### src/sore_pkg.sv
// ----------------------------------------------------------------------------
// sore_pkg
// shared types, constants and sine/cosine table builder for the outline engine
// ----------------------------------------------------------------------------
package sore_pkg;

  localparam int IMAGE_SIZE_DEF = 256;
  localparam int ANGLE_STEPS    = 629;
  localparam int COORD_BITS     = 12;
  localparam int TRIG_W         = 18;   // signed q1.16
  localparam int FRAC           = 17;   // coordinate scale 2^17
  localparam int TAYLOR_ITERS   = 26;

  localparam logic [7:0] PIX_WHITE = 8'hFF;
  localparam logic [7:0] PIX_BLACK = 8'h00;

  localparam logic [63:0] Q56_ONE    = 64'd1 << 56;
  localparam logic [63:0] ONE_DIV100 = Q56_ONE / 64'd100;
  localparam logic [63:0] ONE_MOD100 = Q56_ONE % 64'd100;

  typedef enum logic [1:0] {
    OP_RECT = 2'd0,
    OP_OVAL = 2'd1,
    OP_READ = 2'd2,
    OP_NONE = 2'd3
  } op_t;

  typedef enum logic [2:0] {
    ST_CLEAR,
    ST_IDLE,
    ST_SETUP,
    ST_EDGE,
    ST_OVAL,
    ST_DRAIN,
    ST_READ,
    ST_DONE
  } state_t;

  typedef struct packed {
    op_t                           op;
    logic signed [COORD_BITS-1:0]  row_origin;
    logic signed [COORD_BITS-1:0]  col_origin;
    logic signed [COORD_BITS-1:0]  shape_height;
    logic signed [COORD_BITS-1:0]  shape_width;
    logic [7:0]                    read_row;
    logic [7:0]                    read_col;
  } cmd_t;

  typedef struct packed {
    logic [7:0] pixel_value;
    logic       was_read;
  } res_t;

  typedef logic signed [TRIG_W-1:0] trig_tab_t [ANGLE_STEPS];

  // shift-subtract long division, elaboration only
  function automatic logic [63:0] udiv64(logic [63:0] a, logic [63:0] d);
    logic [63:0] q;
    logic [63:0] r;
    q = '0;
    r = '0;
    for (int i = 63; i >= 0; i--) begin
      r = {r[62:0], a[i]};
      if (r >= d) begin
        r    = r - d;
        q[i] = 1'b1;
      end
    end
    return q;
  endfunction

  // taylor sum in unsigned q8.56, rounded to q1.16
  function automatic logic signed [TRIG_W-1:0] trig_q16(logic [63:0] k, bit odd);
    logic [63:0] t;
    logic [63:0] sum;
    logic [63:0] n;
    logic [63:0] mag;
    logic [63:0] r;
    bit          neg;
    bit          sneg;
    t   = odd ? (ONE_DIV100 * k + udiv64(ONE_MOD100 * k, 64'd100)) : Q56_ONE;
    sum = t;
    n   = odd ? 64'd1 : 64'd0;
    neg = 1'b0;
    for (int it = 0; it < TAYLOR_ITERS; it++) begin
      t   = udiv64(t, 64'd100 * (n + 64'd1)) * k;
      t   = udiv64(t, 64'd100 * (n + 64'd2)) * k;
      n   = n + 64'd2;
      neg = !neg;
      sum = neg ? sum - t : sum + t;
    end
    sneg = sum[63];
    mag  = sneg ? (64'd0 - sum) : sum;
    r    = (mag + (64'd1 << 39)) >> 40;
    return sneg ? -TRIG_W'(r) : TRIG_W'(r);
  endfunction

  function automatic trig_tab_t build_tab(bit odd);
    trig_tab_t tab;
    for (int k = 0; k < ANGLE_STEPS; k++) begin
      tab[k] = trig_q16(64'(k), odd);
    end
    return tab;
  endfunction

endpackage

### src/sore_res_q.sv
// ----------------------------------------------------------------------------
// sore_res_q
// two-entry result queue in front of the result ports
// ----------------------------------------------------------------------------
module sore_res_q (
  input  logic           clk,
  input  logic           rst,
  input  logic           res_push,
  input  sore_pkg::res_t res,
  output logic           res_full,
  output logic           empty,
  input  logic           pop,
  output logic [7:0]     pixel_value,
  output logic           was_read
);
  import sore_pkg::*;

  res_t       entries [2];
  res_t       head;
  logic       wr_ptr;
  logic       rd_ptr;
  logic [1:0] count;
  logic       do_push;
  logic       do_pop;

  assign res_full    = (count == 2'd2);
  assign empty       = (count == 2'd0);
  assign head        = entries[rd_ptr];
  assign pixel_value = head.pixel_value;
  assign was_read    = head.was_read;
  assign do_push     = res_push && !res_full;
  assign do_pop      = pop && !empty;

  always_ff @(posedge clk) begin
    if (rst) begin
      wr_ptr <= 1'b0;
      rd_ptr <= 1'b0;
      count  <= 2'd0;
    end else begin
      if (do_push) wr_ptr <= !wr_ptr;
      if (do_pop)  rd_ptr <= !rd_ptr;
      count <= count + 2'(do_push) - 2'(do_pop);
    end
  end

  always_ff @(posedge clk) begin
    if (do_push) entries[wr_ptr] <= res;
  end

endmodule

### config.mk
export PLATFORM = sky130hd
export DESIGN_NAME = sore_res_q
export DESIGN_NICKNAME = d
export VERILOG_FILES = /design/src/sore_pkg.sv /design/src/sore_res_q.sv
export SDC_FILE = /design/constraint.sdc
export NUM_CORES = 1
export LEC_CHECK = 0
export BUFFER_PORTS_ARGS = -buffer_cell sky130_fd_sc_hd__buf_2
export CAP_MARGIN = 0
export CORE_ASPECT_RATIO = 0.9
export CORE_UTILIZATION = 30
export CTS_BUF_LIST = sky130_fd_sc_hd__clkbuf_16
export DETAILED_ROUTE_END_ITERATION = 10
export PLACE_DENSITY = 0.63
export SKIP_LAST_GASP = 1
export SYNTH_ARGS = -nofsm -noshare
export SYNTH_HDL_FRONTEND = slang
export SYNTH_SLANG_ARGS = --single-unit
### constraint.sdc
create_clock -name clk -period 2.15 [get_ports clk]
set_input_delay 0.3225 -clock clk [delete_from_list [all_inputs] [get_ports clk]]
set_output_delay 0.3225 -clock clk [all_outputs]
set_load 0.02 [all_outputs]
# Yosys cells after proc, flatten, opt, wreduce, memory -nomap -nowiden
# Memory sizes are Yosys's and may differ from the RTL's. A register that Yosys moved wholly into a read port is not among the register bits.
# Index checks and enable logic that the tools add are counted.
# word_totals
latch_bits	0
register_bits	4
n_memories	1
inputBits	13
ram_bits	18
mem_bits_ro	0
# memory_table
memory	depth	width	rd	rd_ports_with_merged_regs	write_ports	line_no	source
entries	2	9	1	1	1	sore_res_q.sv:18	res_t entries [2];
# classes
reduce_logical	7
addsub	2
n_div	0
shift	0
order_cmp	0
eq_ne	1
n_mul	0
n_bitwise	0
muxes	4
# op_table
cell	n
logical NOT 1 bit	4
2-to-1 mux 1 bit	4
adder 2 x 1 -> 2 bit	1
equality test 2 bit (second input constant)	1
logical AND 1 bit	2
logical NOT 2 bit	1
subtractor 2 x 1 -> 2 bit	1

# Depth between registers and ports, before layout
# Gate-level depths: netlist of the first run.
# logic_depth
ltp_word	5
mapped_depth	8
ltp_nobuf	8

# Worst setup path after synthesis of the first run
# No wires, ideal clock.
# synth_path
path_kind	reg2reg
from	register count[1]
to	register count[1]
required_ps	2072
arrival_ps	1396
path_stages_with_launch	8
slack_ps	676
setup_time_ps	78
path_cell_list	dfxtp_1 -> o21a_2 -> ha_1 -> inv_1 -> ha_1 -> xor2_1 -> and2_1 -> nor3_1
# synth_between
word_cells_on_any_way	8
classes_between	add/sub (2); eq/ne (1); reduce/logical (5)
# synth_rtl
item	line_no	source
from (decl)	sore_res_q.sv:22	logic [1:0] count;
from (signal assigned)	sore_res_q.sv:42	count <= count + 2'(do_push) - 2'(do_pop);
logical NOT 2 bit	sore_res_q.sv:27	assign empty = (count == 2'd0);
logical NOT 1 bit	sore_res_q.sv:32	assign do_pop = pop && !empty;
logical AND 1 bit	sore_res_q.sv:32	
named net do_pop	sore_res_q.sv:24	logic do_pop;
subtractor 2 x 1 -> 2 bit	sore_res_q.sv:42	
# The timed path passes the listed nets, and every way through them passes these cells.
# A chain may end at the register's enable or synchronous reset.

==> results of run 1 <==
-- worst register-to-register path, stage by stage, from the launching register on --
cell and delay, ps:
dfxtp_1 370, nand2b_2 160, nand2_1 60, ha_1 260, inv_1 30, ha_1 170
xor2_1 150, and2_1 160, nor3_1 110
-- sequential cells by signal, summed over array words and instances (netlist names), named ones only --
name     count
rd_ptr       1
wr_ptr       1
entries     18
count        2
-- cells in the mapped netlist (all sizes together) --
master	instances	area (µm²)
dfxtp	5	100.1
and2	1	6.260
and3	1	7.510
a21oi	1	5.000
inv	4	15.01
buf	1	5.000
ha	2	25.02
xnor2	1	8.760
o21a	1	8.760
mux2	9	101.3
o21ai	1	5.000
nor2	4	15.01
edfxtp	18	540.5
nor2b	1	6.260
or3	1	6.260
nand2	1	3.750
xor2	1	8.760
nor3	1	5.000
nand2b	1	8.760
-- how the worst max path moves through the flow --
stage / slack [ps] / cells past startpoint / end
6_report: 480 / 2 / pixel_value[0]
5_1_grt: 380 / 2 / pixel_value[1]
2_1_floorplan: 680 / 7 / count[1]$_SDFF_PP0_
4_1_cts: 430 / 2 / pixel_value[0]
3_3_place_gp: 620 / 4 / entries[0][4]$_DFFE_PP_
3_5_place_dp: 600 / 4 / entries[0][4]$_DFFE_PP_
-- area by class of cell --
class	count	share of cell area
inverter	4	0.01338
tap	40	0.04459
sequential	23	0.5708
clock buffer	3	0.06689
timing repair buffer	23	0.1026
multi-input combinational	27	0.1973
clock inverter	1	0.004459
-- kinds of logic (layout without fill, tap and decap cells) --
kind of cell	after synthesis	count (layout)	share of synthesized area
flops	23	23	0.7262
mux	9	9	0.1149
buf+inv	5	31	0.02268
xor+xnor	2	2	0.01986
fa+ha+maj	2	2	0.02836
compound gates	3	3	0.02127
simple gates	11	11	0.06667
-- where the power goes --
group,internal (µW),switching [µW]
Combinational,176,240
Clock,250,142
Sequential,575,57.4
-- metal layers --
layer / share of wire / routed length [µm] / up-vias / global-route usage
li1: - / - / 250 / -
met1: 0.44 / 589 / 238 / 0.09924
met2: 0.48 / 636 / 20 / 0.1629
met3: 0.074 / 99 / 2 / 0.04401
met4: 0.0075 / 10 / 0 / 0.04762
met5: 0 / 0 / - / 0
-- per-stage QoR --
stage	hold WS (ps)	setup WS, ps	area, µm²
after CTS	256.5	431.2	1122
after detailed placement	505.5	599.9	1042
after global placement	467.9	623.4	1042
after floorplan	391.6	676.4	882.1
final	257.7	475.8	1122
after global routing	252.8	377.7	1122
-- layout by cell type (no fill, tap or decap) --
cell	count
inv_2	1
dfxtp_1	5
mux2_1	5
o21ai_0	1
a21oi_1	1
nor2_1	4
clkbuf_16	3
inv_1	3
and2_1	1
ha_1	2
buf_2	23
clkinv_2	1
edfxtp_1	18
and3_2	1
nand2_1	1
xnor2_1	1
nor3_1	1
or3_1	1
mux2_2	4
nand2b_2	1
xor2_1	1
o21a_2	1
nor2b_1	1
==> summary.md, run 1 <==
| Metric | Value |
|---|---|
| Largest vdd supply drop | about 600 µV |
| Syn Area/Cell | between 15 and 20 µm² |
| Max Clk Rate | about 600 MHz |
| Sequential cell area | 640.6 µm² |
| Initial Util | 0.3184 |
| Register-to-register setup slack | approximately 600 ps |
| Hold depth | 1 |
| All-Layer GR Usage | 0.09562 |
| RSZ-0062 raised after global routing | false |
| Syn Std Cell Area | 882.1 µm² |
| CTS root buf | clkbuf_16 |
| Critical path endpoint category | output port |
| Worst path cell trace | mux2_2, buf_2 |
| CTS H-Tree Depth | 1 |
| Post-Syn Instances | 55 |
| Worst Path Max Fanout | 9 |
| Slew Viols, Final | 0 |
| Hold Fails Final Rpt | 0 |
| Max-Cap Viols | 0 |
| Power density cells | between 1000 and 1500 nW/µm² |
| Setup tns final | 0 ps |
| Largest net degree at the start of global routing | 14 |
| Post-CTS Hold Fix Bufs | 0 |
| Clk buf depth | 2 |
| Core Region | about 2800 µm² |
| Layout area overhead | 27.23% |
| Setup Viol. Count Final | 0 |
| Drt initial violations | 14 |
| # diodes | 0 |
| Initial antenna violation count | 0 |
| Hold_sp | res[0] |
| Post-synth net total | 70 |
| Worst Path Arrival | 1350 ps |
| I/O Pins | 24 |
| TritonCTS Sinks | 23 |
| Crit-path slowest cell | dfxtp_1 |
| Number of setup buffers added after CTS | 0 |
| Multi-input logic area | 221.5 µm² |
| PostCTS Resize Cnt | 0 |
| Worst Skew | approximately 1.9 ps |
| Worst R2R End | count[1]$_SDFF_PP0_ |
| CTS tree | built |
| Hold WC Path Type | primary input to flop |
| Normalized max-slew margin | 0.7285 |
| Delay-heaviest family, CP | flip-flops |
| IO Port Bufs | 23 |
| Die Width | 59.16 µm |
| CP peak stage delay | about 570 ps |
| Buffers and inverters on the worst path | 1 |
| Clock transition at path regs | about 60 ps |
| Global-route wire length before repair | 2076 µm |
| Slew @ Worst Pin | roughly 400 ps |
| # nets final | 97 |
| Period utilisation layout | 0.7787 |
| GPL Wtd Cong | between 0.5 and 0.6 |
| Fill count | 270 |
| LEAKAGE | between 0.0004 and 0.0005 µW |
| Vias in the first global route | 490 |
| Drt wl/cell | ~11 µm |
| Startpoint Class | flop |
| Vias after detailed routing | 510 |
| WHS Endpoint | entries[0][0]$_DFFE_PP_ |
| Num CTS Buffers | 3 |
| Library cells used by synthesis | 21 |
| Total gr overflow | 0 |
| Finished Core Util | 0.4051 |
| Final cell count without fillers | about 120 |
| Reg2Reg Launch Point | count[0]$_SDFF_PP0_ |
| Die area | around 3200 µm² |
| Power, Total | roughly 1400 µW |
| Total wire length | 1335 µm |
| Warnings, synthesis | 0 |
| Post-route minimum period | 1674 ps |
| Post-route antenna net violation count | 0 |
| Sequential element share of the synthesized area | 0.7262 |
| Post-synthesis register bit count | 23 |
| Clock latency on the worst-skew pair | about 250 ps |
| Die Ht | ~53 µm |
| Outcome | finished, final reports clean |
| DR pass1 iterations | 4 |
| Share of layout cells above drive strength 1 | 0.4321 |
| Reg2reg path depth | 8 |
| FP Rows | 18 |
| Crit Path Class | flop to output port |
| Required @ worst endpoint | 1830 ps |
| Vias/cell | ~4.2 |
| Placed Cells incl. Taps | between 100 and 150 |
| Detailed-route DRC error count | 0 |
(Power assumes the default switching activity.)
==> inputs of run 2 (changes only) <==
- ABC_AREA: unset -> 1
- PLACE_DENSITY: 0.63 -> 0.64
- clock period: 2.15 -> 1.4 ns (I/O delays scaled with it)
==> summary.md, run 2 <==
| Metric | Value |
|---|---|
| Outcome | complete, but fails checks |
| Failing checks | negative setup slack |
| Area leader, netlist | edfxtp_1 |
| Vias after detailed routing | a little under 600 |
| Startpoint Class | flop |
| Worst Path Max Fanout | 4 |
| Clock transition at path regs | approximately 60 ps |
| Sequential element share of the synthesized area | 0.6790 |
| Top FF cell, synth | edfxtp_1 |
| Detailed-route DRC error count | 0 |
| Die Ht | 55.20 µm |
| Most frequent cells in the layout | 18 x edfxtp_1, 13 x buf_2, 10 x buf_6 |
| I/O Pins | 24 |
| Normalized max-slew margin | 0.8988 |
| Grt peak-use layer | met2 |
| Die area | 3373 µm² |
| Global-route wire length before repair | 2456 µm |
| Initial Util | 0.3298 |
| Post-synthesis async set-or-reset flop share | 0 |
| Power, Total | 2796 µW |
| Setup slack after layout | -11.29 ps |
| Clock latency on the worst-skew pair | 250 ps |
| Hold depth | 2 |
| # diodes | 0 |
| Comb pwr share | 0.427 |
| Core Region | roughly 2900 µm² |
| Clk buf depth | 2 |
| DR pass1 iterations | 4 |
| Post-route antenna net violation count | 0 |
| RSZ-0062 raised after global routing | true |
| Worst Path Arrival | between 1000 and 1500 ps |
| Most flop-heavy register | entries |
| Switching Fraction | 0.3134 |
| Warnings, synthesis | 0 |
| Slew Viols, Final | 0 |
| Reg2reg path depth | 11 |
| Count leader, synth | edfxtp_1 |
| Initial antenna violation count | 0 |
| Num CTS Buffers | 3 |
| Top Registers | entries: 18 flops, count: 2 flops |
| Total gr overflow | 0 |
| Max-Cap Viols | 0 |
| Period utilisation layout | 1.008 |
| Worst R2R End | count[1]$_SDFF_PP0_ |
| CTS tree | built |
| Required @ worst endpoint | approximately 1200 ps |
| Vias/cell | roughly 4.2 |
| Setup Viol. Count Final | 4 |
| Post-synth net total | just over 80 |
| Reg2Reg Launch Point | count[0]$_SDFF_PP0_ |
| Library cells used by synthesis | 11 |
| Post-Syn Instances | 67 |
| All-Layer GR Usage | 0.09976 |
| Part of the power in the clock network | 0.218 |
| IO Port Bufs | 23 |
| Register-to-register setup slack | 20 ps |
| Layout area overhead | 49.47% |
| Vias in the first global route | 615 |
| Critical path endpoint category | output port |
| TritonCTS Sinks | 23 |
| Met1 Use GR | 0.09091 |
| Max reg flops | 18 |
| Max Clk Rate | 708.6 MHz |
| Met3 Usage GRT | 0.03747 |
| Syn Std Cell Area | ~940 µm² |
| Commonest non-fill, non-tap cell in the layout | edfxtp_1 |
| LEAKAGE | 0.0005963 µW |
| P_sw | about 880 µW |
| Multi-input logic area | slightly above 300 µm² |
| Cell internal pwr | 1919 µW |
| WHS Endpoint | count[0]$_SDFF_PP0_ |
| Sequential cell area | between 600 and 700 µm² |
| Synth top area cells | edfxtp_1 57%, mux2_4 14%, dfxtp_1 11%, inv_1 4.0%, nand2_1 3.2% |
| Drt initial violations | 6 |
| Share of layout cells above drive strength 1 | 0.5941 |
| Syn Area/Cell | about 14 µm² |
| CTS H-Tree Depth | 1 |
| Crit Path Class | flop to output port |
| Worst Skew | 1.548 ps |
| Fill count | between 200 and 300 |
| # nets final | approximately 120 |
| DP Wirelength | between 1000 and 1500 µm |
| Total wire length | 1722 µm |
| Slew @ Worst Pin | 151.7 ps |
| Largest vdd supply drop | 924.0 µV |
| Largest net degree at the start of global routing | 14 |
| CTS root buf | clkbuf_16 |
| Hold Fails Final Rpt | 0 |
| FP Rows | 18 |
| Drt wl/cell | between 10 and 15 µm |
| Power density cells | ~2000 nW/µm² |
| Part of the power in registers | 0.355 |
| Hold_sp | rst |
| Setup tns final | -34.71 ps |
| Die Width | roughly 60 µm |
| Top cell type's share of synthesized area | 0.5729 |
| Post-synthesis register bit count | 23 |
| GPL Wtd Cong | roughly 0.63 |
| Hold WC Path Type | primary input to flop |
| Post-route minimum period | around 1400 ps |
| Post-synth EDFFs | 18 |
| GR Layer Usage met2 | 0.1848 |
| Most instantiated cells after synthesis | 18 x edfxtp_1, 10 x inv_1, 9 x mux2_4, 8 x nand2_1, 7 x nor2_1 |
## run 2: routing by layer
| metal | up-vias | wire [µm] |
|---|---|---|
| li1 | 292 | - |
| met1 | 285 | 651 |
| met5 | - | 0 |
| met4 | 0 | 0 |
| met3 | 0 | 110 |
| met2 | 20 | 959 |
## run 2: cell families after synthesis
group	count (synthesis)	share of synthesized area
adders and majority gates	2	0.02652
AOI/OAI and AO/OA	2	0.01061
buffers and inverters	11	0.05173
and+or+nand+nor	20	0.08886
DFF	23	0.6791
muxes	9	0.1432
## run 2: worst max-delay path: stages (launching register included)
cell       delay (ps)
dfxtp_4           370
clkbuf_16         150
mux2_4            300
buf_6             130
## run 2: what timing repair did
| item | CTS | global route |
|---|---|---|
| pin swaps | 5 | 3 |
| endpoints found under the setup margin | 10 | 11 |
| hold buffers | 0 | 0 |
| buffers inserted | 2 | 0 |
| gates resized for setup | 9 | 30 |
| cloned | 0 | 1 |
## run 2: layout make-up
| cell class | count | share of cell area |
|---|---|---|
| clock inverter | 1 | 0.003549 |
| multi-input combinational | 33 | 0.2183 |
| clock buffer | 3 | 0.05324 |
| inverter | 10 | 0.02839 |
| sequential | 23 | 0.4623 |
| timing repair buffer | 31 | 0.1988 |
| tap | 40 | 0.03549 |
## run 2: worst max-delay path by stage
stage / slack (ps) / cells past startpoint / start / end
CTS: -20 / 3 / flop / was_read
floorplan: 9 / 9 / count[0]$_SDFF_PP0_ / count[1]$_SDFF_PP0_
global route: -40 / 3 / flop / pixel_value[6]
global placement: 9 / 10 / count[0]$_SDFF_PP0_ / count[1]$_SDFF_PP0_
detailed placement: -90 / 10 / count[0]$_SDFF_PP0_ / count[1]$_SDFF_PP0_
finish: -10 / 3 / flop / pixel_value[3]
## run 2: stage by stage
stage	hold WS [ps]	setup slack [ps]	cell area, µm²	utilization	cells
3_5_place_dp	376.5	-85.12	1169	0.4086	134
3_3_place_gp	376.0	8.959	1169	0.4086	134
2_1_floorplan	273.8	9.020	952.2	-	67
4_1_cts	104.1	-15.28	1290	0.4510	140
6_report	107.7	-11.29	1410	0.4930	141
5_1_grt	104.9	-40.33	1410	0.4930	141
## run 2: power groups by stage
stage	logic [µW]	clock network, µW	registers [µW]
floorplan	597	0	951
global placement	841	0	960
detailed placement	874	0	967
CTS	956	630	960
global route	1320	646	1010
finish	1190	608	993
