[src/sore_pkg.sv]
// ----------------------------------------------------------------------------
// sore_pkg
// shared types, constants and sine/cosine table builder for the outline engine
// ----------------------------------------------------------------------------
package sore_pkg;

  localparam int IMAGE_SIZE_DEF = 256;
  localparam int ANGLE_STEPS    = 629;
  localparam int COORD_BITS     = 12;
  localparam int TRIG_W         = 18;   // signed q1.16
  localparam int FRAC           = 17;   // coordinate scale 2^17
  localparam int TAYLOR_ITERS   = 26;

  localparam logic [7:0] PIX_WHITE = 8'hFF;
  localparam logic [7:0] PIX_BLACK = 8'h00;

  localparam logic [63:0] Q56_ONE    = 64'd1 << 56;
  localparam logic [63:0] ONE_DIV100 = Q56_ONE / 64'd100;
  localparam logic [63:0] ONE_MOD100 = Q56_ONE % 64'd100;

  typedef enum logic [1:0] {
    OP_RECT = 2'd0,
    OP_OVAL = 2'd1,
    OP_READ = 2'd2,
    OP_NONE = 2'd3
  } op_t;

  typedef enum logic [2:0] {
    ST_CLEAR,
    ST_IDLE,
    ST_SETUP,
    ST_EDGE,
    ST_OVAL,
    ST_DRAIN,
    ST_READ,
    ST_DONE
  } state_t;

  typedef struct packed {
    op_t                           op;
    logic signed [COORD_BITS-1:0]  row_origin;
    logic signed [COORD_BITS-1:0]  col_origin;
    logic signed [COORD_BITS-1:0]  shape_height;
    logic signed [COORD_BITS-1:0]  shape_width;
    logic [7:0]                    read_row;
    logic [7:0]                    read_col;
  } cmd_t;

  typedef struct packed {
    logic [7:0] pixel_value;
    logic       was_read;
  } res_t;

  typedef logic signed [TRIG_W-1:0] trig_tab_t [ANGLE_STEPS];

  // shift-subtract long division, elaboration only
  function automatic logic [63:0] udiv64(logic [63:0] a, logic [63:0] d);
    logic [63:0] q;
    logic [63:0] r;
    q = '0;
    r = '0;
    for (int i = 63; i >= 0; i--) begin
      r = {r[62:0], a[i]};
      if (r >= d) begin
        r    = r - d;
        q[i] = 1'b1;
      end
    end
    return q;
  endfunction

  // taylor sum in unsigned q8.56, rounded to q1.16
  function automatic logic signed [TRIG_W-1:0] trig_q16(logic [63:0] k, bit odd);
    logic [63:0] t;
    logic [63:0] sum;
    logic [63:0] n;
    logic [63:0] mag;
    logic [63:0] r;
    bit          neg;
    bit          sneg;
    t   = odd ? (ONE_DIV100 * k + udiv64(ONE_MOD100 * k, 64'd100)) : Q56_ONE;
    sum = t;
    n   = odd ? 64'd1 : 64'd0;
    neg = 1'b0;
    for (int it = 0; it < TAYLOR_ITERS; it++) begin
      t   = udiv64(t, 64'd100 * (n + 64'd1)) * k;
      t   = udiv64(t, 64'd100 * (n + 64'd2)) * k;
      n   = n + 64'd2;
      neg = !neg;
      sum = neg ? sum - t : sum + t;
    end
    sneg = sum[63];
    mag  = sneg ? (64'd0 - sum) : sum;
    r    = (mag + (64'd1 << 39)) >> 40;
    return sneg ? -TRIG_W'(r) : TRIG_W'(r);
  endfunction

  function automatic trig_tab_t build_tab(bit odd);
    trig_tab_t tab;
    for (int k = 0; k < ANGLE_STEPS; k++) begin
      tab[k] = trig_q16(64'(k), odd);
    end
    return tab;
  endfunction

endpackage

[src/sore_front.sv]
// ----------------------------------------------------------------------------
// sore_front
// accepts requests, decodes the request type and queues commands
// ----------------------------------------------------------------------------
module sore_front (
  input  logic                             clk,
  input  logic                             rst,
  input  logic                             push,
  output logic                             full,
  input  logic [1:0]                       req_type,
  input  logic signed [sore_pkg::COORD_BITS-1:0] row_origin,
  input  logic signed [sore_pkg::COORD_BITS-1:0] col_origin,
  input  logic signed [sore_pkg::COORD_BITS-1:0] shape_height,
  input  logic signed [sore_pkg::COORD_BITS-1:0] shape_width,
  input  logic [7:0]                       read_row,
  input  logic [7:0]                       read_col,
  output logic                             cmd_valid,
  output sore_pkg::cmd_t                   cmd,
  input  logic                             cmd_pop
);
  import sore_pkg::*;

  cmd_t       entries [2];
  cmd_t       incoming;
  logic       wr_ptr;
  logic       rd_ptr;
  logic [1:0] count;
  logic       do_push;
  logic       do_pop;

  always_comb begin
    incoming.op           = op_t'(req_type);
    incoming.row_origin   = row_origin;
    incoming.col_origin   = col_origin;
    incoming.shape_height = shape_height;
    incoming.shape_width  = shape_width;
    incoming.read_row     = read_row;
    incoming.read_col     = read_col;
  end

  assign full      = (count == 2'd2);
  assign cmd_valid = (count != 2'd0);
  assign cmd       = entries[rd_ptr];
  assign do_push   = push && !full;
  assign do_pop    = cmd_pop && cmd_valid;

  always_ff @(posedge clk) begin
    if (rst) begin
      wr_ptr <= 1'b0;
      rd_ptr <= 1'b0;
      count  <= 2'd0;
    end else begin
      if (do_push) begin
        wr_ptr <= !wr_ptr;
      end
      if (do_pop) begin
        rd_ptr <= !rd_ptr;
      end
      count <= count + 2'(do_push) - 2'(do_pop);
    end
  end

  always_ff @(posedge clk) begin
    if (do_push) begin
      entries[wr_ptr] <= incoming;
    end
  end

endmodule

[config.mk]
export PLATFORM = sky130hd
export DESIGN_NAME = sore_front
export DESIGN_NICKNAME = d
export VERILOG_FILES = /design/src/sore_pkg.sv /design/src/sore_front.sv
export SDC_FILE = /design/constraint.sdc
export NUM_CORES = 1
export LEC_CHECK = 0
export BUFFER_PORTS_ARGS = -buffer_cell sky130_fd_sc_hd__buf_4
export CAP_MARGIN = 20
export CORE_ASPECT_RATIO = 1.25
export CORE_MARGIN = 1
export CORE_UTILIZATION = 35
export CTS_CLUSTER_DIAMETER = 50
export DETAILED_ROUTE_END_ITERATION = 10
export RECOVER_POWER = 25
export SLEW_MARGIN = 30
export SYNTH_ARGS = -nofsm -noshare
export SYNTH_HDL_FRONTEND = slang
export SYNTH_SLANG_ARGS = --single-unit
[constraint.sdc]
create_clock -name clk -period 3.8 [get_ports clk]
set_clock_uncertainty 0.1 [all_clocks]
set_input_delay 0.19 -clock clk [delete_from_list [all_inputs] [get_ports clk]]
set_output_delay 0.19 -clock clk [all_outputs]
set_load 0.02 [all_outputs]
# == After elaboration in Yosys (flattened, before gate mapping) ==
# Memories as Yosys holds them, arrays and structs flattened. A register that Yosys moved wholly into a read port is not among the register bits.
# Cells that the tools add are included.
# classes
add_sub_neg,2
n_mul,0
n_div,0
magnitude_cmp,0
eq_ne,1
shifts,0
n_mux,4
n_bitwise,0
n_reduce_logical,6
# op_table
cell,n
1-bit two-way mux,4
1-bit logical NOT,3
2-bit by 1-bit adder with 2-bit output,1
"2-bit equality test, second input constant",1
1-bit logical AND,2
2-bit nonzero test,1
2-bit by 1-bit subtractor with 2-bit output,1
# totals
ff_bits,4
latch_bits,0
ram_bits,132
rom_bits,0
input_bits,70
out_inout_bits,68
wordCells,17
memories,1
# mem_list
name,depth,width,read_ports,rd_clocked_by_memory_dff,wr,line_no,text
entries,2,66,1,1,1,sore_front.sv:23,cmd_t entries [2];

# == Logic depth before layout (Yosys ltp) ==
# Gate-level depths: netlist (run 1).
# depth
word_depth,5
ltp_mapped,8
depth_no_buf,8

# == Worst setup path after synthesis (run 1) ==
# OpenSTA, ideal clock, no wires.
# synth_timing
kind,reg-to-reg
start,reg count[0]
end,"mem entries[0][0] (netlist bit), enable pin"
setup_time_ns,0.420
arrival_time_ns,2.168
t_required_ns,3.280
slack_ns,1.112
path_stages_with_launch,5
n_path_buf,0
path_cell_list,dfxtp_1 > nand2b_2 > inv_2 > or3_1 > inv_1
# synth_via
elab_chain_len,5
# synth_rtl
item,line_no,text
"start, declared",sore_front.sv:27,logic [1:0] count;
"start signal, assigned",sore_front.sv:59,count <= count + 2'(do_push) - 2'(do_pop);
2-bit equality test,sore_front.sv:41,assign full = (count == 2'd2);
named net full,sore_front.sv:9,"output logic full,"
1-bit logical NOT,sore_front.sv:44,assign do_push = push && !full;
1-bit logical AND,sore_front.sv:44,
1-bit two-way mux,sore_front.sv:64,if (do_push) begin
1-bit two-way mux (not written as such),sore_front.sv:65,entries[wr_ptr] <= incoming;
"end, declared",sore_front.sv:23,
# The timed path passes the listed nets, and every way through them passes these cells.

# == Worst setup path in the final report (run 1) ==
# layout_timing
start,reg count[0]
end,"mem entries[0][60] (netlist bit), enable pin"
# layout_via
elab_chain_len,5
# layout_rtl
item,line_no
2-bit equality test,sore_front.sv:41
1-bit logical NOT,sore_front.sv:44
1-bit logical AND,sore_front.sv:44
1-bit two-way mux,sore_front.sv:64
1-bit two-way mux (not written as such),sore_front.sv:65
# No other way between the ends.

==> results_tabular.tex, run 1 <==
\begin{tabular}{lr}
\hline
Metric & Value \\
\hline
\multicolumn{2}{l}{\textbf{Route}} \\
Detailed Routing Iterations Pass 1 & 4 \\
Via density per instance & 4.35 \\
Vias after detailed routing & 2775 \\
WL per Instance & 14.2 um \\
Detailed Route Iter0 Violations & 74 \\
Routed Antenna Nets & 0 \\
Detailed-route DRC error count & 0 \\
Wirelength, routed & 9.09 mm \\
\multicolumn{2}{l}{\textbf{Yosys}} \\
Share of the yosys chip area belonging to registers & 81.2\% \\
Synthesized flop and latch total & 137 \\
Fraction of synthesized cell area in xor and xnor cells & 0.525\% \\
Post-Synthesis Cells & 231 \\
Combinational family with the most area after synthesis & multiplexers \\
Yosys warnings & 0 \\
Post-synth net total & 303 \\
Simple-Gate Fraction of Synth Area & 1.00\% \\
Share of the synthesized area in compound gates (AO/OA/AOI/OAI) & 0.375\% \\
Number of different library cells in the post-synthesis netlist & 21 \\
Cell Area, Synth & 5000 um2 \\
Area share of fa/ha/maj cells after synthesis & 0.500\% \\
Mapped Avg Cell Area & 21.7 um2 \\
Share of cell area taken by muxes after synthesis & 14.9\% \\
\multicolumn{2}{l}{\textbf{STA}} \\
Crit path setup slack, layout & 1.57 ns \\
Final hold vios & 0 \\
Slew at the pin closest to its max-slew limit & 0.762 ns \\
Tightest slew margin relative to the limit & 49.1\% \\
Fin Setup TNS & 0 ns \\
Max-slew violation count & 0 \\
Final min period & 2.23 ns \\
RSZ-0062 raised after global routing & false \\
Final setup violating endpoints & 0 \\
Final period utilization & 58.6\% \\
Achievable Freq & 449 MHz \\
\multicolumn{2}{l}{\textbf{Min path}} \\
Classification of the worst-slack hold path & in2reg \\
\multicolumn{2}{l}{\textbf{GRT}} \\
Total congestion overflow after global routing & 0 \\
Vias in the first global route & 2907 \\
Maximum number of pins on one net before global-route repair & 67 \\
GRT Total Usage & 12.8\% \\
Antenna violations before repair & 0 \\
Wire length of the first global-routing pass & 13.8 mm \\
\multicolumn{2}{l}{\textbf{Power}} \\
Portion of total power attributed to combinational logic & 25.1\% \\
Proportion of power drawn by the clock network & 34.1\% \\
Flop pwr share & 40.8\% \\
Largest vdd supply drop & 308 uV \\
Net Switching & 1260 uW \\
Fraction of power spent switching nets & 26.3\% \\
Leakage & 0.00286 uW \\
Internal power & 3530 uW \\
Power density over the cells & 637 nW/um2 \\
\multicolumn{2}{l}{\textbf{Place}} \\
GPL Wtd Cong & 0.704 \\
Post-DP HPWL & 5.38 mm \\
Pre-CTS worst setup slack & 1.54 ns \\
Area post-placement & 6220 um2 \\
Number of buffer cells added on primary ports & 137 \\
\multicolumn{2}{l}{\textbf{Critical path}} \\
Reg2Reg Setup Slack & 1.57 ns \\
Crit end category & flop \\
Startpoint type of the worst setup path & flop \\
Critical path peak fanout & 34 \\
CP required & 3.79 ns \\
Start-to-end type of the worst setup path & reg2reg \\
Data arrival time of the critical path & 2.22 ns \\
\multicolumn{2}{l}{\textbf{Floorplanning}} \\
Top-level port count & 138 \\
Horiz. Die Dim & 109 um \\
Initial Util & 36.1\% \\
Die footprint & 14800 um2 \\
Core region area & 13900 um2 \\
Die extent in y & 136 um \\
Number of placement rows & 48 \\
\multicolumn{2}{l}{\textbf{CTS}} \\
Deepest level of the CTS H-tree & 4 \\
Clock tree root buffer cell & sky130\_fd\_sc\_hd\_\_clkbuf\_16 \\
Number of clock buffers inserted by TritonCTS & 17 \\
Clk Latency, worst-skew pair & 0.40 ns \\
Deepest clock path buffer count & 2 \\
Number of gates resized after cts & 0 \\
TritonCTS clock tree & yes \\
Sinks on Clock Net & 137 \\
Clock edge transition at the registers on the reported setup and hold paths & 0.05 ns \\
\multicolumn{2}{l}{\textbf{Cells and area}} \\
Proportion of layout cells with a drive suffix above 1 & 36.5\% \\
Antenna Diode Count & 0 \\
Net count, final & 522 \\
Area Growth Syn to Fin & 50.4\% \\
Final cell area excluding filler cells & 7520 um2 \\
Core occupancy in the finished layout & 54.2\% \\
\multicolumn{2}{l}{\textbf{Flow run}} \\
Number of maximum-capacitance violations & 0 \\
\multicolumn{2}{l}{\textbf{Run status}} \\
Status & finished, final reports clean \\
\hline
\end{tabular}
## layout by cell type (no fill, tap or decap), types with 3 or more instances in the layout
cell and n:
sky130_fd_sc_hd__buf_4 94, sky130_fd_sc_hd__clkbuf_1 10, sky130_fd_sc_hd__clkbuf_16 17, sky130_fd_sc_hd__clkbuf_4 39
sky130_fd_sc_hd__clkbuf_8 7, sky130_fd_sc_hd__dfxtp_1 4, sky130_fd_sc_hd__dlygate4sd3_1 67, sky130_fd_sc_hd__edfxtp_1 132
sky130_fd_sc_hd__mux2_1 66, sky130_fd_sc_hd__nor2_1 3
## per-stage QoR
step / total power (uW) / hold WS, ns / cells
2_1_floorplan: 2670 / 0.159 / 231
3_3_place_gp: 3130 / 0.276 / 537
3_5_place_dp: 3140 / 0.278 / 537
4_1_cts: 4860 / 0.0614 / 636
5_1_grt: 5010 / 0.106 / 638
6_report: 4800 / 0.0819 / 638
## power groups by stage
| stage | registers, uW | logic (uW) | clock network, uW |
|---|---|---|---|
| floorplan | 1940 | 722 | 0 |
| CTS | 2020 | 1150 | 1680 |
| global placement | 2040 | 1090 | 0 |
| global route | 1980 | 1290 | 1740 |
| detailed placement | 2050 | 1090 | 0 |
| finish | 1960 | 1200 | 1640 |
## worst max-delay path: stages (launching register included)
cell and delay [ns]:
sky130_fd_sc_hd__dfxtp_1 0.35, sky130_fd_sc_hd__nand2b_2 0.16, sky130_fd_sc_hd__inv_2 0.04, sky130_fd_sc_hd__or3_1 0.34, sky130_fd_sc_hd__inv_2 0.57, sky130_fd_sc_hd__buf_12 0.31
## path summary, 6_finish.rpt
kind / from / end / cells after the start
max: count[0] / entries[0][60] / 5
min: cmd_pop / rd_ptr / 4
max reg2reg: count[0] / entries[0][60] / 5
min reg2reg: wr_ptr / wr_ptr / 2
## final cells by class
cell class	count	area, um2
well taps	175	219
repair buffers	207	1750
clock buffers	30	544
multi-input cells	83	867
flip-flops and latches	137	4070
fillers	1117	6350
clock inverters	2	60.1
inverters	4	15.0
## flip-flops by register name, indices dropped and copies added (netlist names), named ones only
register / cells
count: 2
entries: 132
wr_ptr: 1
rd_ptr: 1
## cells in the mapped netlist (all sizes together)
library cell,n,area share [%]
edfxtp,132,79
mux2,66,15
buf,7,1.3
dfxtp,5,2.0
inv,4,0.30
nor2,3,0.22
ha,2,0.50
xnor2,2,0.35
a21oi,1,0.10
and3,1,0.15
nand2,1,0.075
nand2b,1,0.18
nor2b,1,0.13
o21a,1,0.18
o21ai,1,0.10
or2,1,0.13
or3,1,0.13
xor2,1,0.18
## metal layers
layer  global-route usage (%)  wire length [um]  vias up
li1                         -                 -     1345
met1                     13.7              3660     1332
met2                     22.0              4760       89
met3                     4.91               551        9
met4                     5.63               119        0
met5                        0                 0        -
## cells by family (layout without fill, tap and decap cells)
| group | Yosys count | count (layout) |
|---|---|---|
| and+or+nand+nor | 9 | 9 |
| AOI/OAI and AO/OA | 3 | 3 |
| muxes | 66 | 66 |
| adders and majority gates | 2 | 2 |
| xor gates and xnor gates | 3 | 3 |
| buffers and inverters | 11 | 243 |
| DFF | 137 | 137 |
## what timing repair did
item	in CTS	in global routing
hold endpoints to repair	137	0
hold buffers	67	0
buffers inserted	0	0
endpoints found under the setup margin	0	0
Power figures use the tool's default switching activity.
==> run 2: changes to the inputs <==
==> constraint.sdc (replaced) <==
create_clock -name clk -period 1.89 [get_ports clk]
set_clock_uncertainty 0.1 [all_clocks]
set_input_delay 0.0945 -clock clk [delete_from_list [all_inputs] [get_ports clk]]
set_output_delay 0.0945 -clock clk [all_outputs]
set_load 0.02 [all_outputs]
==> run 2 against run 1 <==
Core utilization is 0.70 points higher; hold slack improved by 0.25 ns; wire length is 2.8% higher; sequential share of layout area down 0.66 points; clock power increased by 92%; power increased by 100%; final cell count rose by 1.3%; register-to-register slack lost 1.4 ns; final area increased by 1.3%; global-route usage grew 0.68 points; largest power group unchanged; combinational power increased by 120%; non-clock buffer count up 8.
==> results_tabular.tex, run 2 (synthesis results as in run 1) <==
\begin{tabular}{lr}
\hline
Metric & Value \\
\hline
\multicolumn{2}{l}{\textbf{Route}} \\
Detailed Route Iter0 Violations & 92 (was 74) \\
Via density per instance & 4.37 (was 4.35) \\
Top layer in use & met4 (unchanged) \\
Detailed-route DRC error count & 0 (unchanged) \\
Detailed Routing Iterations Pass 1 & 4 (unchanged) \\
WL per Instance & 14.5 um (was 14.2 um) \\
Metal1 wirelength & 3.59 mm (was 3.66 mm) \\
Wirelength, routed & 9.34 mm (was 9.09 mm) \\
Vias after detailed routing & 2824 (was 2775) \\
Met2 Routed Length & 5.07 mm (was 4.76 mm) \\
Wire length on met3 & 539 um (was 551 um) \\
Routed Antenna Nets & 0 (unchanged) \\
\multicolumn{2}{l}{\textbf{Cells and area}} \\
Area Growth Syn to Fin & 52.3\% (was 50.4\%) \\
Largest registers ranked by flip-flop count & entries: 132 flops, count: 2 flops (unchanged) \\
Filler-free cell count of the finished design & 646 (was 638) \\
Largest register FFs & 132 (unchanged) \\
Net count, final & 530 (was 522) \\
Antenna Diode Count & 0 (unchanged) \\
Largest reg by FF count & entries (unchanged) \\
Proportion of layout cells with a drive suffix above 1 & 38.4\% (was 36.5\%) \\
Most used cells in the layout excluding fill and tap cells & sky130\_fd\_sc\_hd\_\_edfxtp\_1, sky130\_fd\_sc\_hd\_\_buf\_4, sky130\_fd\_sc\_hd\_\_dlygate4sd3\_1, sky130\_fd\_sc\_hd\_\_mux2\_1, sky130\_fd\_sc\_hd\_\_clkbuf\_4 (unchanged) \\
Core occupancy in the finished layout & 54.9\% (was 54.2\%) \\
Most frequent standard cell in the layout excluding fill and tap cells & sky130\_fd\_sc\_hd\_\_edfxtp\_1 (unchanged) \\
\multicolumn{2}{l}{\textbf{STA}} \\
Achievable Freq & 573 MHz \\
Slew at the pin closest to its max-slew limit & 0.233 ns (was 0.762 ns) \\
RSZ-0062 raised after global routing & false (unchanged) \\
Max-slew violation count & 0 (unchanged) \\
Tightest slew margin relative to the limit & 84.5\% (was 49.1\%) \\
Final min period & 1.74 ns \\
Final period utilization & 92.3\% \\
Crit path setup slack, layout & 0.146 ns (was 1.57 ns) \\
Final setup violating endpoints & 0 (unchanged) \\
Final hold vios & 0 (unchanged) \\
\multicolumn{2}{l}{\textbf{Min path}} \\
Classification of the worst-slack hold path & in2reg (unchanged) \\
\multicolumn{2}{l}{\textbf{CTS}} \\
TritonCTS clock tree & yes (unchanged) \\
Number of clock buffers inserted by TritonCTS & 17 (unchanged) \\
Deepest clock path buffer count & 2 (unchanged) \\
Sinks on Clock Net & 137 (unchanged) \\
Clk Latency, worst-skew pair & 0.40 ns (about the same) \\
Clock tree root buffer cell & sky130\_fd\_sc\_hd\_\_clkbuf\_16 (unchanged) \\
Clock edge transition at the registers on the reported setup and hold paths & 0.06 ns (was 0.05 ns) \\
Deepest level of the CTS H-tree & 4 (unchanged) \\
Post-CTS Setup Repair Bufs & 0 (unchanged) \\
\multicolumn{2}{l}{\textbf{Power}} \\
Largest vdd supply drop & 547 uV (was 308 uV) \\
Pwr Total & 9650 uW (was 4800 uW) \\
Power density over the cells & 1270 nW/um2 (was 637 nW/um2) \\
Leakage & 0.00289 uW (was 0.00286 uW) \\
\multicolumn{2}{l}{\textbf{Floorplanning}} \\
Die footprint & 14800 um2 (unchanged) \\
Die extent in y & 136 um (unchanged) \\
Horiz. Die Dim & 109 um (unchanged) \\
Number of placement rows & 48 (unchanged) \\
Core region area & 13900 um2 (unchanged) \\
Initial Util & 36.1\% (unchanged) \\
Top-level port count & 138 (unchanged) \\
\multicolumn{2}{l}{\textbf{GRT}} \\
Total congestion overflow after global routing & 0 (unchanged) \\
Maximum number of pins on one net before global-route repair & 35 (was 67) \\
GRT Total Usage & 13.4\% (was 12.8\%) \\
Antenna violations before repair & 0 (unchanged) \\
Vias in the first global route & 3042 (was 2907) \\
Wire length of the first global-routing pass & 14.6 mm (was 13.8 mm) \\
\multicolumn{2}{l}{\textbf{Critical path}} \\
Crit end category & output port (was flop) \\
Startpoint type of the worst setup path & flop (unchanged) \\
Max incr delay on CP & 0.39 ns (was 0.57 ns) \\
Data arrival time of the critical path & 1.55 ns (was 2.22 ns) \\
Worst path cell trace & buf\_12 -> mux2\_1 -> buf\_4 (was nand2b\_2 -> inv\_2 -> or3\_1 -> inv\_2 -> buf\_12) \\
Start-to-end type of the worst setup path & reg2out (was reg2reg) \\
Critical Path Slowest Stage Cell & sky130\_fd\_sc\_hd\_\_mux2\_1 (was sky130\_fd\_sc\_hd\_\_inv\_2) \\
Critical path peak fanout & 34 (unchanged) \\
CP required & 1.70 ns (was 3.79 ns) \\
\multicolumn{2}{l}{\textbf{Place}} \\
Pre-CTS worst setup slack & 0.180 ns (was 1.54 ns) \\
Number of buffer cells added on primary ports & 137 (unchanged) \\
Instance count after placement with tap cells included & 545 (was 537) \\
GPL Wtd Cong & 0.667 (was 0.704) \\
Post-DP HPWL & 6.09 mm (was 5.38 mm) \\
\multicolumn{2}{l}{\textbf{Flow run}} \\
Number of maximum-capacitance violations & 0 (unchanged) \\
\multicolumn{2}{l}{\textbf{Run status}} \\
Status & finished, final reports clean (unchanged) \\
\hline
\end{tabular}
[run 2: cell types whose count changed in the layout (fill, tap and decap cells not counted), moves of 3 or more]
cell                         previous run  this run
sky130_fd_sc_hd__clkinvlp_4             0         3
sky130_fd_sc_hd__clkinv_4               0         5
sky130_fd_sc_hd__clkbuf_1              10         6
sky130_fd_sc_hd__clkbuf_8               7         0
sky130_fd_sc_hd__buf_12                 2         7
[run 2: final timing paths]
kind / to / cells after the start / startpoint / slack, ns
setup / recovery: cmd[52] / 3 / flop / 0.15
hold / removal: entries[1][19] / 2 / shape_width[3] / 0.33
setup reg to reg: entries[0][22] / 5 / count[0] / 0.19
hold reg to reg: wr_ptr / 2 / wr_ptr / 0.40
[run 2: layer usage]
metal,vias up,track usage (%)
met5,-,0
met4,0,5.56
met3,9,4.28
met2,82,24.6
met1,1373,13.8
li1,1360,-
[run 2: through the flow]
stage               area, um2  setup TNS, ns  hold WS, ns
global placement         6370              0        0.180
global route             7620              0        0.324
detailed placement       6370              0        0.182
floorplan                5020         -13.69       0.0587
finish                   7620              0        0.329
CTS                      7640              0        0.301
[run 2: timing repair]
item / in CTS / in global routing
gates resized for setup: 0 / 0
hold buffers: 69 / 0
endpoints found under the hold margin: 137 / 0
[run 2: final cells by class]
type	instances	area, um2
Fill cell	1143	6250
Sequential cell	137	4070
Inverter	4	21.3
Clock buffer	18	429
Timing Repair Buffer	215	1860
Multi-Input combinational cell	83	877
Clock inverter	14	150
Tap cell	175	219
[run 2: critical path, delay by kind of cell, from the launching register on]
family,cells,cell delay (ns)
buffers and inverters,2,0.39
DFF,1,0.37
muxes,1,0.39
[run 2: power by group]
part           switching [uW]  total, uW  internal (uW)  leakage, uW
Clock                    1200       3150           1950     0.000278
Sequential               95.0       3870           3770      0.00128
Combinational            1390       2630           1240      0.00133
Total                    2690       9650           6960      0.00289
==> run 3: changes to the inputs <==
--- a/config.mk
+++ b/config.mk
@@ -5,6 +5,7 @@
 export SDC_FILE = /design/constraint.sdc
 export NUM_CORES = 1
 export LEC_CHECK = 0
+export ABC_AREA = 1
 export BUFFER_PORTS_ARGS = -buffer_cell sky130_fd_sc_hd__buf_4
 export CAP_MARGIN = 20
 export CORE_ASPECT_RATIO = 1.25
==> run 3 against run 2 <==
Die area is 3.3% higher; core utilization is 0.99 points lower; non-clock buffer count is 3 lower; count of clock-buffer cells in the layout is 1 lower; synthesized area is 3.3% higher; hold slack worse by 0.040 ns; register-to-register slack better by 0.12 ns; global-route usage is 0.56 points lower; final area is 2.0% higher.
==> results_tabular.tex, run 3 <==
\begin{tabular}{lr}
\hline
Metric & Value \\
\hline
\multicolumn{2}{l}{\textbf{Run status}} \\
Status & finished, final reports clean (unchanged) \\
\multicolumn{2}{l}{\textbf{Route}} \\
Wirelength, routed & 9.60 mm (was 9.34 mm) \\
Detailed Routing Iterations Pass 1 & 4 (unchanged) \\
Detailed-route DRC error count & 0 (unchanged) \\
Via density per instance & 4.47 (was 4.37) \\
Vias after detailed routing & 2947 (was 2824) \\
Detailed Route Iter0 Violations & 78 (was 92) \\
Routed Antenna Nets & 0 (unchanged) \\
WL per Instance & 14.6 um (was 14.5 um) \\
\multicolumn{2}{l}{\textbf{STA}} \\
Slew at the pin closest to its max-slew limit & 0.318 ns (was 0.233 ns) \\
Max-slew violation count & 0 (unchanged) \\
Final period utilization & 96.0\% (was 92.3\%) \\
Final setup violating endpoints & 0 (unchanged) \\
Final-layout worst hold slack & 0.289 ns (was 0.329 ns) \\
Final min period & 1.81 ns (was 1.74 ns) \\
Tightest slew margin relative to the limit & 78.8\% (was 84.5\%) \\
Final hold vios & 0 (unchanged) \\
RSZ-0062 raised after global routing & false (unchanged) \\
Achievable Freq & 551 MHz (was 573 MHz) \\
\multicolumn{2}{l}{\textbf{Cells and area}} \\
Filler instances & 1130 (was 1143) \\
Largest registers ranked by flip-flop count & entries: 132 flops, count: 2 flops (unchanged) \\
Net count, final & 539 (was 530) \\
Final cell area excluding filler cells & 7770 um2 (was 7620 um2) \\
Most frequent standard cell in the layout excluding fill and tap cells & sky130\_fd\_sc\_hd\_\_edfxtp\_1 (unchanged) \\
Largest reg by FF count & entries (unchanged) \\
Area Growth Syn to Fin & 50.3\% (was 52.3\%) \\
Most used cells in the layout excluding fill and tap cells & sky130\_fd\_sc\_hd\_\_edfxtp\_1, sky130\_fd\_sc\_hd\_\_buf\_4, sky130\_fd\_sc\_hd\_\_dlygate4sd3\_1, sky130\_fd\_sc\_hd\_\_mux2\_4, sky130\_fd\_sc\_hd\_\_clkbuf\_4 (was sky130\_fd\_sc\_hd\_\_edfxtp\_1, sky130\_fd\_sc\_hd\_\_buf\_4, sky130\_fd\_sc\_hd\_\_dlygate4sd3\_1, sky130\_fd\_sc\_hd\_\_mux2\_1, sky130\_fd\_sc\_hd\_\_clkbuf\_4) \\
Proportion of layout cells with a drive suffix above 1 & 50.4\% (was 38.4\%) \\
Largest register FFs & 132 (unchanged) \\
\multicolumn{2}{l}{\textbf{Yosys}} \\
Post-Synthesis Cells & 243 (was 231) \\
Proportion of netlist area held by the largest area contributor & 76.7\% (was 79.2\%) \\
Share of the synthesized area in compound gates (AO/OA/AOI/OAI) & 0.194\% (was 0.375\%) \\
Synth cell count leaders & sky130\_fd\_sc\_hd\_\_edfxtp\_1, sky130\_fd\_sc\_hd\_\_mux2\_4, sky130\_fd\_sc\_hd\_\_mux2\_2 (was sky130\_fd\_sc\_hd\_\_edfxtp\_1, sky130\_fd\_sc\_hd\_\_mux2\_1, sky130\_fd\_sc\_hd\_\_dfxtp\_1) \\
Proportion of register bits with asynchronous set or reset after synthesis & 0\% (unchanged) \\
Share of cell area taken by muxes after synthesis & 17.3\% (was 14.9\%) \\
Area share of fa/ha/maj cells after synthesis & 0.484\% (was 0.500\%) \\
Number of different library cells in the post-synthesis netlist & 12 (was 21) \\
Combinational family with the most area after synthesis & multiplexers (unchanged) \\
Dominant synthesized flop cell & sky130\_fd\_sc\_hd\_\_edfxtp\_1 (unchanged) \\
Mapped Avg Cell Area & 21.3 um2 (was 21.7 um2) \\
Cell Area, Synth & 5170 um2 (was 5000 um2) \\
Synth area leaders & sky130\_fd\_sc\_hd\_\_edfxtp\_1, sky130\_fd\_sc\_hd\_\_mux2\_4, sky130\_fd\_sc\_hd\_\_mux2\_2 (was sky130\_fd\_sc\_hd\_\_edfxtp\_1, sky130\_fd\_sc\_hd\_\_mux2\_1, sky130\_fd\_sc\_hd\_\_dfxtp\_1) \\
Yosys warnings & 0 (unchanged) \\
Top cell type by total area after synthesis & sky130\_fd\_sc\_hd\_\_edfxtp\_1 (unchanged) \\
Most used standard cell by instance count after synthesis & sky130\_fd\_sc\_hd\_\_edfxtp\_1 (unchanged) \\
Fraction of synthesized cell area in xor and xnor cells & 0\% (was 0.525\%) \\
Number of synthesized flops with an enable pin & 132 (unchanged) \\
Share of the yosys chip area belonging to registers & 78.6\% (was 81.2\%) \\
Synthesized flop and latch total & 137 (unchanged) \\
Post-synth net total & 315 (was 303) \\
Simple-Gate Fraction of Synth Area & 1.52\% (was 1.00\%) \\
\multicolumn{2}{l}{\textbf{CTS}} \\
Clk Latency, worst-skew pair & 0.40 ns (about the same) \\
Sinks on Clock Net & 137 (unchanged) \\
TritonCTS clock tree & yes (unchanged) \\
Deepest level of the CTS H-tree & 4 (unchanged) \\
Number of clock buffers inserted by TritonCTS & 17 (unchanged) \\
Deepest clock path buffer count & 2 (unchanged) \\
Number of gates resized after cts & 0 (unchanged) \\
Clock edge transition at the registers on the reported setup and hold paths & 0.06 ns (about the same) \\
Clock tree root buffer cell & sky130\_fd\_sc\_hd\_\_clkbuf\_16 (unchanged) \\
\multicolumn{2}{l}{\textbf{Floorplanning}} \\
Initial Util & 35.9\% (was 36.1\%) \\
Die footprint & 15300 um2 (was 14800 um2) \\
Number of placement rows & 49 (was 48) \\
Horiz. Die Dim & 111 um (was 109 um) \\
Die extent in y & 138 um (was 136 um) \\
Top-level port count & 138 (unchanged) \\
Core region area & 14400 um2 (was 13900 um2) \\
\multicolumn{2}{l}{\textbf{GRT}} \\
GRT Total Usage & 12.9\% (was 13.4\%) \\
Total congestion overflow after global routing & 0 (unchanged) \\
Maximum number of pins on one net before global-route repair & 50 (was 35) \\
Wire length of the first global-routing pass & 14.7 mm (was 14.6 mm) \\
Vias in the first global route & 3029 (was 3042) \\
Antenna violations before repair & 1 (was 0) \\
\multicolumn{2}{l}{\textbf{Power}} \\
Largest vdd supply drop & 636 uV (was 547 uV) \\
Power density over the cells & 1320 nW/um2 (was 1270 nW/um2) \\
Pwr Total & 10300 uW (was 9650 uW) \\
Leakage & 0.00303 uW (was 0.00289 uW) \\
\multicolumn{2}{l}{\textbf{Critical path}} \\
Crit end category & output port (unchanged) \\
Startpoint type of the worst setup path & flop (unchanged) \\
Start-to-end type of the worst setup path & reg2out (unchanged) \\
Data arrival time of the critical path & 1.62 ns (was 1.55 ns) \\
CP required & 1.70 ns (about the same) \\
Critical path peak fanout & 40 (was 34) \\
\multicolumn{2}{l}{\textbf{Place}} \\
GPL Wtd Cong & 0.739 (was 0.667) \\
Post-DP HPWL & 5.81 mm (was 6.09 mm) \\
Area post-placement & 6480 um2 (was 6370 um2) \\
Number of buffer cells added on primary ports & 137 (unchanged) \\
\multicolumn{2}{l}{\textbf{Flow run}} \\
Number of maximum-capacitance violations & 0 (unchanged) \\
\multicolumn{2}{l}{\textbf{Min path}} \\
Classification of the worst-slack hold path & in2reg (unchanged) \\
\hline
\end{tabular}
[run 3: cell types whose count changed in the layout (fill, tap and decap cells not counted), moves of 3 or more]
cell                       change
sky130_fd_sc_hd__mux2_2       +26
sky130_fd_sc_hd__clkbuf_1      -3
sky130_fd_sc_hd__inv_1         +5
sky130_fd_sc_hd__nor2_1        +5
sky130_fd_sc_hd__mux2_1       -66
sky130_fd_sc_hd__nand2_1       +5
sky130_fd_sc_hd__buf_12        -3
sky130_fd_sc_hd__clkinv_1      +4
sky130_fd_sc_hd__mux2_4       +40
[run 3: report_power, final]
part | switching, uW | total, uW | internal [uW] | leakage [uW]
Sequential | 123 | 3970 | 3850 | 0.00128
Clock | 1200 | 3380 | 2180 | 0.000294
Combinational | 1490 | 2930 | 1440 | 0.00146
Total | 2810 | 10300 | 7480 | 0.00303
[run 3: final cells by class]
cell class                 count  area, um2  share of cell area (%)
sequential                   137       4070                    52.4
timing repair buffer         212       1800                    23.2
multi-input combinational     90       1030                    13.2
clock buffer                  17        425                    5.47
tap                          178        223                    2.86
clock inverter                15        183                    2.35
inverter                       9       37.5                   0.483
antenna                        1       2.50                  0.0322
[run 3: timing repair]
item,4_1_cts,5_1_grt
hold buffers,69,0
hold endpoints to repair,137,0
buffers inserted,0,0
[run 3: path summary, 6_finish.rpt]
check,slack [ns],from,endpoint,depth (start not counted)
max,0.08,flop,cmd[65],3
min,0.29,rst,count[0],3
max reg2reg,0.31,count[0],count[1],10
min reg2reg,0.40,rd_ptr,flop,2
[run 3: kinds of logic after synthesis]
logic type | after synthesis
flip-flops | 137
multiplexers | 66
AND/OR/NAND/NOR | 20
buffers and inverters | 16
AO/OA/AOI/OAI | 2
adder cells (fa/ha/maj) | 2
[run 3: worst max-delay path, stage by stage, from the launching register on]
cell	delay [ns]
sky130_fd_sc_hd__dfxtp_4	0.37
sky130_fd_sc_hd__buf_12	0.30
sky130_fd_sc_hd__mux2_2	0.38
sky130_fd_sc_hd__buf_4	0.16
[run 3: metrics by stage]
step | cells | util [%] | setup WS [ns] | TNS (ns)
after floorplan | 243 | - | -0.125 | -12.87
after global placement | 557 | 45.0 | 0.387 | 0
after detailed placement | 557 | 45.0 | 0.326 | 0
after CTS | 658 | 54.0 | 0.0349 | 0
after global routing | 659 | 54.0 | 0.00611 | 0
final | 659 | 54.0 | 0.0760 | 0
[run 3: routing by layer]
layer	vias up	wire (um)	GRT usage, %
met2	99	5100	23.3
met4	0	187	5.63
met3	15	460	4.28
met1	1436	3860	13.7
li1	1397	-	-
met5	-	0	0
